**config.mk**
```make
export PLATFORM = sky130hd
export DESIGN_NAME = uabm_ctrl
export DESIGN_NICKNAME = d
export VERILOG_FILES = /design/src/hdl/uabm_pkg.sv /design/src/hdl/uabm_ctrl.sv
export SDC_FILE = /design/constraint.sdc
export NUM_CORES = 1
export LEC_CHECK = 0
export ABC_CLOCK_PERIOD_IN_PS = 900
export BUFFER_PORTS_ARGS = -buffer_cell sky130_fd_sc_hd__buf_2
export CORE_AREA = 2 2 39 41
export CTS_BUF_LIST = sky130_fd_sc_hd__clkbuf_4
export DETAILED_ROUTE_END_ITERATION = 10
export DIE_AREA = 0 0 41 43
export GPL_ROUTABILITY_DRIVEN = 0
export PLACE_DENSITY_LB_ADDON = 0.3
export SLEW_MARGIN = 20
export SYNTH_ARGS = -nofsm -noshare
export SYNTH_HDL_FRONTEND = slang
export SYNTH_SLANG_ARGS = --single-unit
```
**constraint.sdc**
```tcl
create_clock -name clk -period 0.9 [get_ports clk]
set_input_delay 0.09 -clock clk [delete_from_list [all_inputs] [get_ports clk]]
set_output_delay 0.09 -clock clk [all_outputs]
set_load 0.03 [all_outputs]
```
**src/hdl/uabm_pkg.sv**
```systemverilog
package uabm_pkg;

	localparam int VFIELD_W = 6;
	localparam int CMD_W = 3;
	localparam int TOTAL_W = 11;
	localparam int STATUS_W = 2;
	localparam int VCOUNT_W = 7;
	localparam int VERTEX_LIMIT = 2 ** VFIELD_W;
	localparam int MAX_VERTICES_DEF = 64;
	localparam int VERTEX_COUNT_RESET = 64;
	localparam int APB_AW = 3;
	localparam int APB_DW = 32;

	typedef enum logic [CMD_W-1:0] {
		CMD_CONNECT    = 3'd0,
		CMD_DISCONNECT = 3'd1,
		CMD_QUERY      = 3'd2,
		CMD_RESTART    = 3'd3,
		CMD_NEXT       = 3'd4
	} uabm_cmd_t;

	typedef enum logic [STATUS_W-1:0] {
		ST_OK    = 2'd0,
		ST_RANGE = 2'd1,
		ST_SELF  = 2'd2
	} uabm_status_t;

	typedef struct packed {
		logic [CMD_W-1:0]    command;
		logic [VFIELD_W-1:0] vertex_a;
		logic [VFIELD_W-1:0] vertex_b;
	} uabm_req_t;

	typedef struct packed {
		logic                connected;
		logic                changed;
		logic                edge_valid;
		logic [VFIELD_W-1:0] edge_low;
		logic [VFIELD_W-1:0] edge_high;
		logic [TOTAL_W-1:0]  edge_total;
		logic [STATUS_W-1:0] status;
	} uabm_res_t;

	typedef enum logic [1:0] {
		S_IDLE,
		S_DECODE,
		S_PAIR,
		S_SCAN
	} uabm_state_t;

	typedef enum logic [3:0] {
		OP_IDLE,
		OP_LOAD,
		OP_SIMPLE,
		OP_PAIR_READ,
		OP_PAIR_WRITE,
		OP_SCAN_START,
		OP_SCAN_STEP,
		OP_FOUND,
		OP_EXHAUSTED
	} uabm_op_t;

	typedef struct packed {
		logic pair_go;
		logic next_cmd;
		logic at_end;
		logic found;
		logic last_row;
	} uabm_flags_t;

endpackage

```
**src/hdl/uabm_ctrl.sv**
```systemverilog
module uabm_ctrl import uabm_pkg::*; (
	input  logic        clk,
	input  logic        arst_n,
	input  logic        start,
	input  uabm_flags_t flags,
	output logic        busy,
	output uabm_op_t    op
);

	uabm_state_t state_q;
	uabm_state_t state_d;

	always_ff @(posedge clk or negedge arst_n) begin
		if (!arst_n) begin
			state_q <= S_IDLE;
		end else begin
			state_q <= state_d;
		end
	end

	always_comb begin
		state_d = state_q;
		op = OP_IDLE;
		unique case (state_q)
			S_IDLE: begin
				if (start) begin
					op = OP_LOAD;
					state_d = S_DECODE;
				end
			end
			S_DECODE: begin
				priority if (flags.pair_go) begin
					op = OP_PAIR_READ;
					state_d = S_PAIR;
				end else if (flags.next_cmd && flags.at_end) begin
					op = OP_EXHAUSTED;
					state_d = S_IDLE;
				end else if (flags.next_cmd) begin
					op = OP_SCAN_START;
					state_d = S_SCAN;
				end else begin
					op = OP_SIMPLE;
					state_d = S_IDLE;
				end
			end
			S_PAIR: begin
				op = OP_PAIR_WRITE;
				state_d = S_IDLE;
			end
			S_SCAN: begin
				priority if (flags.found) begin
					op = OP_FOUND;
					state_d = S_IDLE;
				end else if (flags.last_row) begin
					op = OP_EXHAUSTED;
					state_d = S_IDLE;
				end else begin
					op = OP_SCAN_STEP;
				end
			end
			default: begin
				state_d = S_IDLE;
			end
		endcase
	end

	assign busy = (state_q != S_IDLE);

endmodule

```
After elaboration in Yosys (flattened, before gate mapping)
Index checks and enable logic that the tools add are counted.
Operators by class
  muxes and demuxes: 14
  equality and inequality tests: 5
  reductions and logical operators: 4
Operators with widths (count)
  4-bit 2-to-1 mux: 4
  4-bit one-hot mux with 4 select lines: 1
  2-bit 2-to-1 mux: 6
  2-bit one-hot mux with 4 select lines: 1
  2-bit equality test, second input constant: 2
  3-bit 2-to-1 mux: 1
  3-bit inequality test, second input constant: 1
  2-bit by 1-bit equality test with 1-bit output, second input constant: 1
  2-bit zero test: 1
  2-bit inequality test, second input constant: 1
  2-bit AND reduction: 1
  2-bit nonzero test: 1
  1-bit logical AND: 1
  1-bit 2-to-1 mux: 1
Storage, ports and cells
  bits in registers: 2
  output and inout port bits: 5
  word-level logic and storage cells: 24
  bits of input ports: 8

Depth between registers and ports, before layout
Gate-level depths: netlist of the first run.
  word-level depth: 4
  gate-level depth with buffers: 3
  depth with buffers taken out: 3

Worst setup path after synthesis of the first run
OpenSTA, ideal clock, no wires.
  kind: register to output
  from: register state_q[1]
  to: output op[3]
  buffers on the path: 0
  cell stages (with the launch flop): 4
  arrival: 1.044 ns
  setup slack: -0.234 ns
  cells stage by stage: dfrtp_1 nor3b_2 nand2_1 a21boi_2
On the way
  longest elaborated chain between the ends: 2
  elaborated cells on any way between the ends: 5
  classes of those cells: eq/ne: 3; mux: 1; reduce/logical: 1
Ends and longest elaborated chain
  from (decl): line uabm_ctrl.sv:10  | uabm_state_t state_q;
  from (signal assigned): line uabm_ctrl.sv:17  | state_q <= state_d;
  2-bit equality test, or another cell as far along: line uabm_ctrl.sv:24  | unique case (state_q)
  4-bit one-hot mux with 4 select lines *: line uabm_ctrl.sv:24
  to (decl): line uabm_ctrl.sv:7  | output uabm_op_t op
Mark *: on every way between the ends. The rest lies on a longest branch, timed or not.

Worst setup path in the final report of the first run
  from: register state_q[1]
  to: output op[1]
Same word-level chain as after synthesis.

==> results of run 1 <==
[metrics by stage]
stage                     instance area, sq um  hold WS [ns]
after global placement                     333        -0.124
final                                      440         0.175
after detailed placement                   333        -0.123
after floorplan                            200        -0.206
after CTS                                  432         0.169
after global routing                       440         0.189
[layout make-up]
cell class,instances,share of cell area
Clock buffer,3,0.0511
Inverter,1,0.00852
Multi-Input combinational cell,20,0.409
Sequential cell,2,0.119
Tap cell,16,0.0455
Timing Repair Buffer,21,0.366
[power by group]
| group | switching [W] | internal (W) |
|---|---|---|
| Combinational | 0.000234 | 0.000249 |
| Clock | 0.0000530 | 0.000147 |
| Sequential | 0.0000352 | 0.000112 |
[layer usage]
layer,vias to the layer above,global-route usage,part of all wire
met5,-,0,0
met4,0,0.0600,0
met3,0,0,0.069
met2,12,0.116,0.47
met1,117,0.109,0.46
li1,128,-,-
[synth_stat cells (2+ instances only)]
cell,instances,area share
nand2_1,5,0.10
nand3_1,3,0.082
dfrtp_1,2,0.27
nand3b_1,2,0.082
nor2_1,2,0.041
[how the worst max path moves through the flow]
stage                           from    end  slack, ns  cells after the start
after floorplan           state_q[1]  op[3]      -0.16                      3
after global placement    state_q[1]  op[3]      -0.31                      4
after detailed placement  state_q[1]  op[3]      -0.30                      4
after CTS                 state_q[1]  op[3]      -0.49                      4
after global routing      state_q[1]  op[2]      -0.52                      4
final                     state_q[1]  op[1]      -0.45                      3
[logic make-up after synthesis]
| kind of cell | share of synthesized area |
|---|---|
| compound gates | 0.137 |
| buf+inv | 0.0205 |
| flops | 0.274 |
| simple gates | 0.568 |
[worst max-delay path: stages (launching register included)]
cell,delay [ns]
dfrtp_2,0.43
nor3b_4,0.23
and3b_2,0.24
buf_6,0.13
[timing repair]
item / CTS / global route
endpoints found under the hold margin: 2 / 0
gates resized for setup: 18 / 2
pin swaps: 3 / 2
buffers inserted: 1 / 1
endpoints found under the setup margin: 7 / 7
hold buffers: 1 / 0
==> impl_metrics.ini, run 1 <==
[synthesis]
synth_cell_type_count = 14
syn-instance-count = 23
ys_ff_latch = 2
synth_edf_count = 0
synth_fp_nets = 31
async_reset_ff_frac = 1.00
avgSynthCellArea_sq_um = 7.94
synth_warnings = 0
ys_seq_area_frac = 0.274
synth_area_sq_um = 183
synthFlopType = dfrtp_1

[die]
ios = 13
core_sq_mm = 0.00138
rows = 14
die-area_sq_mm = 0.00176
die_h_microns = 43
start_util = 0.132
fp.dieW_microns = 41

[placed_design]
dpl_worst_slack_ns = -0.300
port_buffers = 12
dp_hpwl_microns = 439
dp_cells = 58

[job]
cap_violations = 0

[worst_setup_path]
ff2ff_setup_slack_ns = -0.19
worstSetupPathType = register to output port
r2r-start = state_q[1]
r2r-end = state_q[0]
end_kind = output port
required_ns = 0.81
critPathLaunchType = register
crit_path_max_fanout = 5
rr_worst_depth = 4
cp.arrival_ns = 1.26

[routing]
via_count = 257
via_per_inst = 4.08
wl_per_cell_microns = 10.1
finalWirelength_microns = 639
drc = 0
drt_iter0_markers = 1
postRouteAntennaNets = 0
dr.pass1.iters = 3

[timing]
fin_crit_sh = 1.50
tightest_slew_ns = 0.215
rsz0062_at_grt = true
slew_viol_final = 0
setup_violations = 7
finalHoldViolations = 0
finalCriticalPeriod_ns = 1.35
timing.fmax_mhz = 742
fin_setup_tns_ns = -2.42
fin_skew_ns = 0.000845
finalWorstSetupSlack_ns = -0.447
max-slew-margin-rel = 0.856

[final_layout]
multiInputGateArea_sq_um = 180
top_register = state_q
layout.cells.non_filler = 63
fin_nets = 57
mostFrequentLayoutCells = 8 x buf_4, 7 x buf_2, 5 x buf_6
seqCellArea_sq_um = 52.6
final_util = 0.318
syn2layout_area_growth_pct = 141
largest_register_ffs = 2
drive_gt1_frac = 0.787
antenna_cells = 0
final_common_cell = buf_4
reg.largest.list = state_q: 2 flops
fillers = 153

[global_route]
grt_antenna_before_repair = 0
grt_pass1_wl_microns = 952
first_global_vias = 246
grt_max_degree = 7
grt_overflow = 0
grtUsageTotal = 0.0802

[clock_network]
cts_buffer_depth = 2
clk_latency_ns = 0.22
cts_buffers = 3
cts_tree = done
clk_pin_slew_ns = 0.03
cts_sinks = 2
root_buffer = clkbuf_4
htreeDepth = 1

[power]
powerDensity_mw_per_mm2 = 1890
p_leak_nw = 0.215
ir_drop_uv = 863
finalPower_w = 0.000831

[run_status]
status = finished, violations left
violations = setup timing

[worst_hold_path]
hold_path_class = input port to async pin
No activity file was read; power rests on OpenSTA's default activity.
==> run 2: changes to the inputs <==
--- a/config.mk
+++ b/config.mk
@@ -5,6 +5,7 @@
 export SDC_FILE = /design/constraint.sdc
 export NUM_CORES = 1
 export LEC_CHECK = 0
+export ABC_AREA = 1
 export ABC_CLOCK_PERIOD_IN_PS = 900
 export BUFFER_PORTS_ARGS = -buffer_cell sky130_fd_sc_hd__buf_2
 export CORE_AREA = 2 2 39 41
==> run 2 against run 1 <==
  * The run still ends with setup timing left
  * Synthesized cell count increased by 52%
  * Final cell count increased by 14%
  * Critical path depth increased by 3
  * Count of clock-buffer cells in the layout unchanged
  * Hold slack improved by 0.0018 ns
  * Power decreased by 5.0%
==> impl_metrics.ini, run 2 <==
[synthesis]
synth_compound_area_frac = 0.0861
synth_adder_area_share = 0
async_reset_ff_frac = 1.00
yosys.area.top_type_share = 0.265
synth_cell_type_count = 10
synth_top_family_by_area = simple AND/OR/NAND/NOR gates
ys_seq_area_frac = 0.265
avgSynthCellArea_sq_um = 5.40
ys_top_cells_by_area = dfrtp_1 26%, nand2_1 26%, inv_1 16%
ys_ff_latch = 2
synth_mux_area_frac = 0
synth_most_common_cell = nand2_1
yosys.area.top_type = dfrtp_1
syn-instance-count = 35
synth_warnings = 0
synthFlopType = dfrtp_1
synth_fp_nets = 43
synth_area_sq_um = 189
synthSimpleGateAreaFrac = 0.470
yosys-top-cells-count = 13 x nand2_1, 8 x inv_1, 3 x nand3_1, 3 x nor2_1
synthXorXnorAreaFrac = 0
synth_edf_count = 0

[worst_hold_path]
hold_depth = 4
hp-start = flags[1]
hold_end = state_q[1]
hold_path_class = input port to register

[routing]
drt_iter0_markers = 2
via_count = 271
dr.pass1.iters = 4
finalWirelength_microns = 503
postRouteAntennaNets = 0
via_per_inst = 3.76
drc = 0
wl_per_cell_microns = 6.99

[clock_network]
cts_tree = done
htreeDepth = 1
clk_latency_ns = 0.22
root_buffer = clkbuf_4
cts_sinks = 2
clk_pin_slew_ns = 0.03
cts_buffers = 3
cts_buffer_depth = 2

[run_status]
status = finished, violations left
violations = setup timing

[global_route]
grt_max_degree = 6
grtUsageTotal = 0.0793
first_global_vias = 246
grt_antenna_before_repair = 0
grt_overflow = 0
grt_pass1_wl_microns = 876

[timing]
fin_skew_ns = 0.0000448
max-slew-margin-rel = 0.909
finalCriticalPeriod_ns = 1.25
rsz0062_at_grt = true
holdWs_ns = 0.176
slew_viol_final = 0
finalHoldViolations = 0
setup_violations = 7
timing.fmax_mhz = 798
finalWorstSetupSlack_ns = -0.354
fin_crit_sh = 1.39
tightest_slew_ns = 0.134

[die]
start_util = 0.137
die-area_sq_mm = 0.00176
ios = 13
fp.dieW_microns = 41
core_sq_mm = 0.00138
die_h_microns = 43
rows = 14

[final_layout]
multiInputGateArea_sq_um = 140
antenna_cells = 0
fillers = 160
top_register = state_q
final_common_cell = nand2_1
reg.largest.list = state_q: 2 flops
largest_register_ffs = 2
syn2layout_area_growth_pct = 113
mostFrequentLayoutCells = 9 x nand2_1, 7 x buf_2, 6 x buf_4
drive_gt1_frac = 0.589
seqCellArea_sq_um = 51.3
fin_nets = 66

[worst_setup_path]
critPathLaunchType = register
ff2ff_setup_slack_ns = -0.10
r2r-start = state_q[1]
r2r-end = state_q[1]
path_common_cell = nand2_2
worst-path-stages = 6
rr_worst_depth = 6
required_ns = 0.81
crit_path_max_incr_delay_ns = 0.40
end_kind = output port
path_cells = inv_1 > nand2_2 > inv_2 > nand3b_1 > nand2_2 > buf_6
path_buf_inv = 3
crit_path_max_fanout = 5
cp_top_family = flip-flops
critical-path-slowest-cell = dfrtp_1
cp.arrival_ns = 1.16
worstSetupPathType = register to output port

[power]
p_leak_nw = 0.229
finalPower_w = 0.000789
ir_drop_uv = 836
powerDensity_mw_per_mm2 = 1960

[placed_design]
port_buffers = 12
dpl_worst_slack_ns = -0.199
dp_hpwl_microns = 434

[job]
cap_violations = 0
-- run 2: changes by cell type in the layout (fill, tap and decap cells not counted), moves of 2 or more --
cell	before	now
buf_4	8	6
inv_1	1	5
inv_2	0	4
nand2_1	1	9
-- run 2: area by class of cell --
type | count | area share
timing repair buffer | 18 | 0.335
tap | 16 | 0.0497
inverter | 9 | 0.0839
clock buffer | 3 | 0.0559
sequential | 2 | 0.127
multi-input combinational | 24 | 0.348
-- run 2: how the worst max path moves through the flow --
stage                        to  slack (ns)        from
after floorplan           op[2]       -0.05  state_q[1]
after global placement    op[2]       -0.21  state_q[1]
after detailed placement  op[2]       -0.20  state_q[1]
after CTS                 op[2]       -0.38  state_q[1]
after global routing      op[2]       -0.45  state_q[1]
final                     op[2]       -0.35  state_q[1]
-- run 2: worst min-delay path, stage by stage --
cell	delay, ns
buf_2	0.10
nor2_1	0.05
nand2_2	0.07
nand2_1	0.05
-- run 2: metal layers --
layer	GRT usage	part of all wire	up-vias
met5	0	0	-
met2	0.103	0.48	9
li1	-	-	147
met4	0.0600	0	0
met3	0.0471	0.082	0
met1	0.0900	0.44	115
-- run 2: what timing repair did --
action	CTS	global route
pin swaps	2	0
endpoints found under the setup margin	7	7
hold buffers	1	0
setup buffers	3	1
resized for setup	14	1
hold endpoints to repair	2	0
-- run 2: logic make-up after synthesis --
kind of cell | count (synthesis)
buffers and inverters | 9
AO/OA/AOI/OAI | 3
AND/OR/NAND/NOR | 21
flip-flops | 2
-- run 2: where the power goes --
| part | leakage, nW | switching, W | internal, W |
|---|---|---|---|
| Clock | 0.0138 | 0.0000423 | 0.000146 |
| Sequential | 0.0246 | 0.0000254 | 0.000111 |
| Combinational | 0.191 | 0.000252 | 0.000212 |
| Total | 0.229 | 0.000320 | 0.000469 |
-- run 2: per-stage QoR --
| stage | cells | util | instance area, sq um | TNS [ns] |
|---|---|---|---|---|
| after global routing | 72 | 0.291 | 403 | -2.21 |
| after floorplan | 35 | - | 219 | -0.0959 |
| after global placement | 67 | 0.238 | 329 | -0.812 |
| final | 72 | 0.291 | 403 | -1.67 |
| after CTS | 73 | 0.298 | 413 | -1.93 |
| after detailed placement | 67 | 0.238 | 329 | -0.827 |
==> run 3: changes to the inputs <==
--- a/config.mk
+++ b/config.mk
@@ -13,7 +13,7 @@
 export DETAILED_ROUTE_END_ITERATION = 10
 export DIE_AREA = 0 0 41 43
 export GPL_ROUTABILITY_DRIVEN = 0
-export PLACE_DENSITY_LB_ADDON = 0.3
+export PLACE_DENSITY = 0.44
 export SLEW_MARGIN = 20
 export SYNTH_ARGS = -nofsm -noshare
 export SYNTH_HDL_FRONTEND = slang
==> run 3 against run 2 <==
  * The run still ends with setup timing left
  * Flip-flop and latch count unchanged
  * Power up 8.5%
  * Final area up 8.4%
  * Critical path depth down 1
  * Non-clock buffer count up 3
  * Maximum frequency down 0.74%
  * Final cell count up 4.2%
  * Sequential share of layout area down 0.99 points
  * Core utilization up 2.4 points
  * Die area unchanged
  * Combinational power up 13%
  * Largest cell class is now non-clock buffers
==> impl_metrics.ini, run 3 (synthesis gave the netlist of run 2 again) <==
[run_status]
status = finished, violations left
violations = setup timing

[timing]
max-slew-margin-rel = 0.870
holdWs_ns = 0.184
slew_viol_final = 0
tightest_slew_ns = 0.193
finalWorstSetupSlack_ns = -0.363
fin_skew_ns = 0.000554
rsz0062_at_grt = true
finalHoldViolations = 0
fin_crit_sh = 1.40
setup_violations = 7
timing.fmax_mhz = 792
finalCriticalPeriod_ns = 1.26

[final_layout]
final_common_cell = buf_4
top_register = state_q
fillers = 165
reg.largest.list = state_q: 2 flops
largest_register_ffs = 2
drive_gt1_frac = 0.661
fin_nets = 69
syn2layout_area_growth_pct = 131
antenna_cells = 0
layout.cells.non_filler = 75
mostFrequentLayoutCells = 8 x buf_4, 7 x nand2_2, 7 x buf_2

[routing]
drc = 0
via_per_inst = 3.76
dr.pass1.iters = 2
via_count = 282
finalWirelength_microns = 588
postRouteAntennaNets = 0
wl_per_cell_microns = 7.84
drt_iter0_markers = 2

[worst_setup_path]
critPathLaunchType = register
critical-path-slowest-cell = dfrtp_1
crit_path_max_incr_delay_ns = 0.41
required_ns = 0.81
cp.arrival_ns = 1.17
worstSetupPathType = register to output port
end_kind = output port
path_cells = inv_1 > nand2_2 > buf_4 > o21ai_4 > buf_6
crit_path_max_fanout = 4

[die]
start_util = 0.137
rows = 14
fp.dieW_microns = 41
die_h_microns = 43
ios = 13
die-area_sq_mm = 0.00176
core_sq_mm = 0.00138

[global_route]
grt_overflow = 0
grt_pass1_wl_microns = 945
first_global_vias = 242
grtUsageTotal = 0.0773
grt_antenna_before_repair = 0
grt_max_degree = 6

[power]
p_leak_nw = 0.246
ir_drop_uv = 576
powerDensity_mw_per_mm2 = 1960

[clock_network]
cts_sinks = 2
cts_buffer_depth = 2
root_buffer = clkbuf_4
cts_buffers = 3
cts_tree = done
clk_pin_slew_ns = 0.03
clk_latency_ns = 0.22
htreeDepth = 1

[placed_design]
port_buffers = 12
dpl_worst_slack_ns = -0.191
dp_cells = 68
dp_hpwl_microns = 431

[worst_hold_path]
hold_path_class = input port to register

[job]
cap_violations = 0
run 3: cell types whose count changed in the layout (fill, tap and decap cells not counted):
cell and change:
nand2_1 -3, nand2_2 +3, buf_4 +2, buf_6 +1
run 3: critical path, delay by kind of cell (launching register included):
| family | cells | cell delay [ns] |
|---|---|---|
| DFF | 1 | 0.41 |
| buffers and inverters | 3 | 0.36 |
| AOI/OAI and AO/OA | 1 | 0.11 |
| and+or+nand+nor | 1 | 0.07 |
run 3: metrics by stage:
step | total power (W) | util | cell area [sq um] | TNS [ns]
2_1_floorplan | 0.000387 | - | 219 | -0.0959
5_1_grt | 0.000920 | 0.316 | 437 | -2.13
3_5_place_dp | 0.000521 | 0.243 | 337 | -0.857
4_1_cts | 0.000822 | 0.296 | 409 | -1.80
6_report | 0.000857 | 0.316 | 437 | -1.74
3_3_place_gp | 0.000521 | 0.243 | 337 | -0.855
run 3: layout make-up:
| type | count | area [sq um] | share of cell area |
|---|---|---|---|
| timing repair buffer | 21 | 161 | 0.370 |
| tap | 16 | 20.0 | 0.0458 |
| multi-input combinational | 24 | 148 | 0.338 |
| clock buffer | 3 | 22.5 | 0.0516 |
| inverter | 9 | 33.8 | 0.0774 |
| sequential | 2 | 51.3 | 0.117 |
run 3: final timing paths:
kind	from	end	slack, ns	depth (start not counted)
worst max-delay path	state_q[1]	op[1]	-0.36	5
worst min-delay path	flags[1]	state_q[1]	0.18	4
worst max register to register	state_q[1]	state_q[0]	-0.08	6
worst min register to register	state_q[0]	state_q[1]	0.71	4
max in group asynchronous	arst_n	state_q[0]	0.58	2
min in group asynchronous	arst_n	state_q[0]	0.21	2
run 3: power breakdown:
| part | internal (W) | switching, W |
|---|---|---|
| registers | 0.000111 | 0.0000276 |
| logic | 0.000255 | 0.000271 |
| clock network | 0.000147 | 0.0000463 |
| total | 0.000512 | 0.000344 |
run 3: timing repair:
| action | CTS | global route |
|---|---|---|
| resized for setup | 13 | 5 |
| setup endpoints to repair | 7 | 7 |
| pin swaps | 5 | 5 |
| hold endpoints to repair | 2 | 0 |
| buffers inserted | 1 | 2 |
| hold buffers | 1 | 0 |
run 3: routing by layer:
layer | GRT usage | up-vias | part of all wire
met1 | 0.106 | 122 | 0.46
met3 | 0.0419 | 0 | 0.065
li1 | - | 153 | -
met5 | 0 | - | 0
met2 | 0.103 | 7 | 0.48
met4 | 0.0200 | 0 | 0
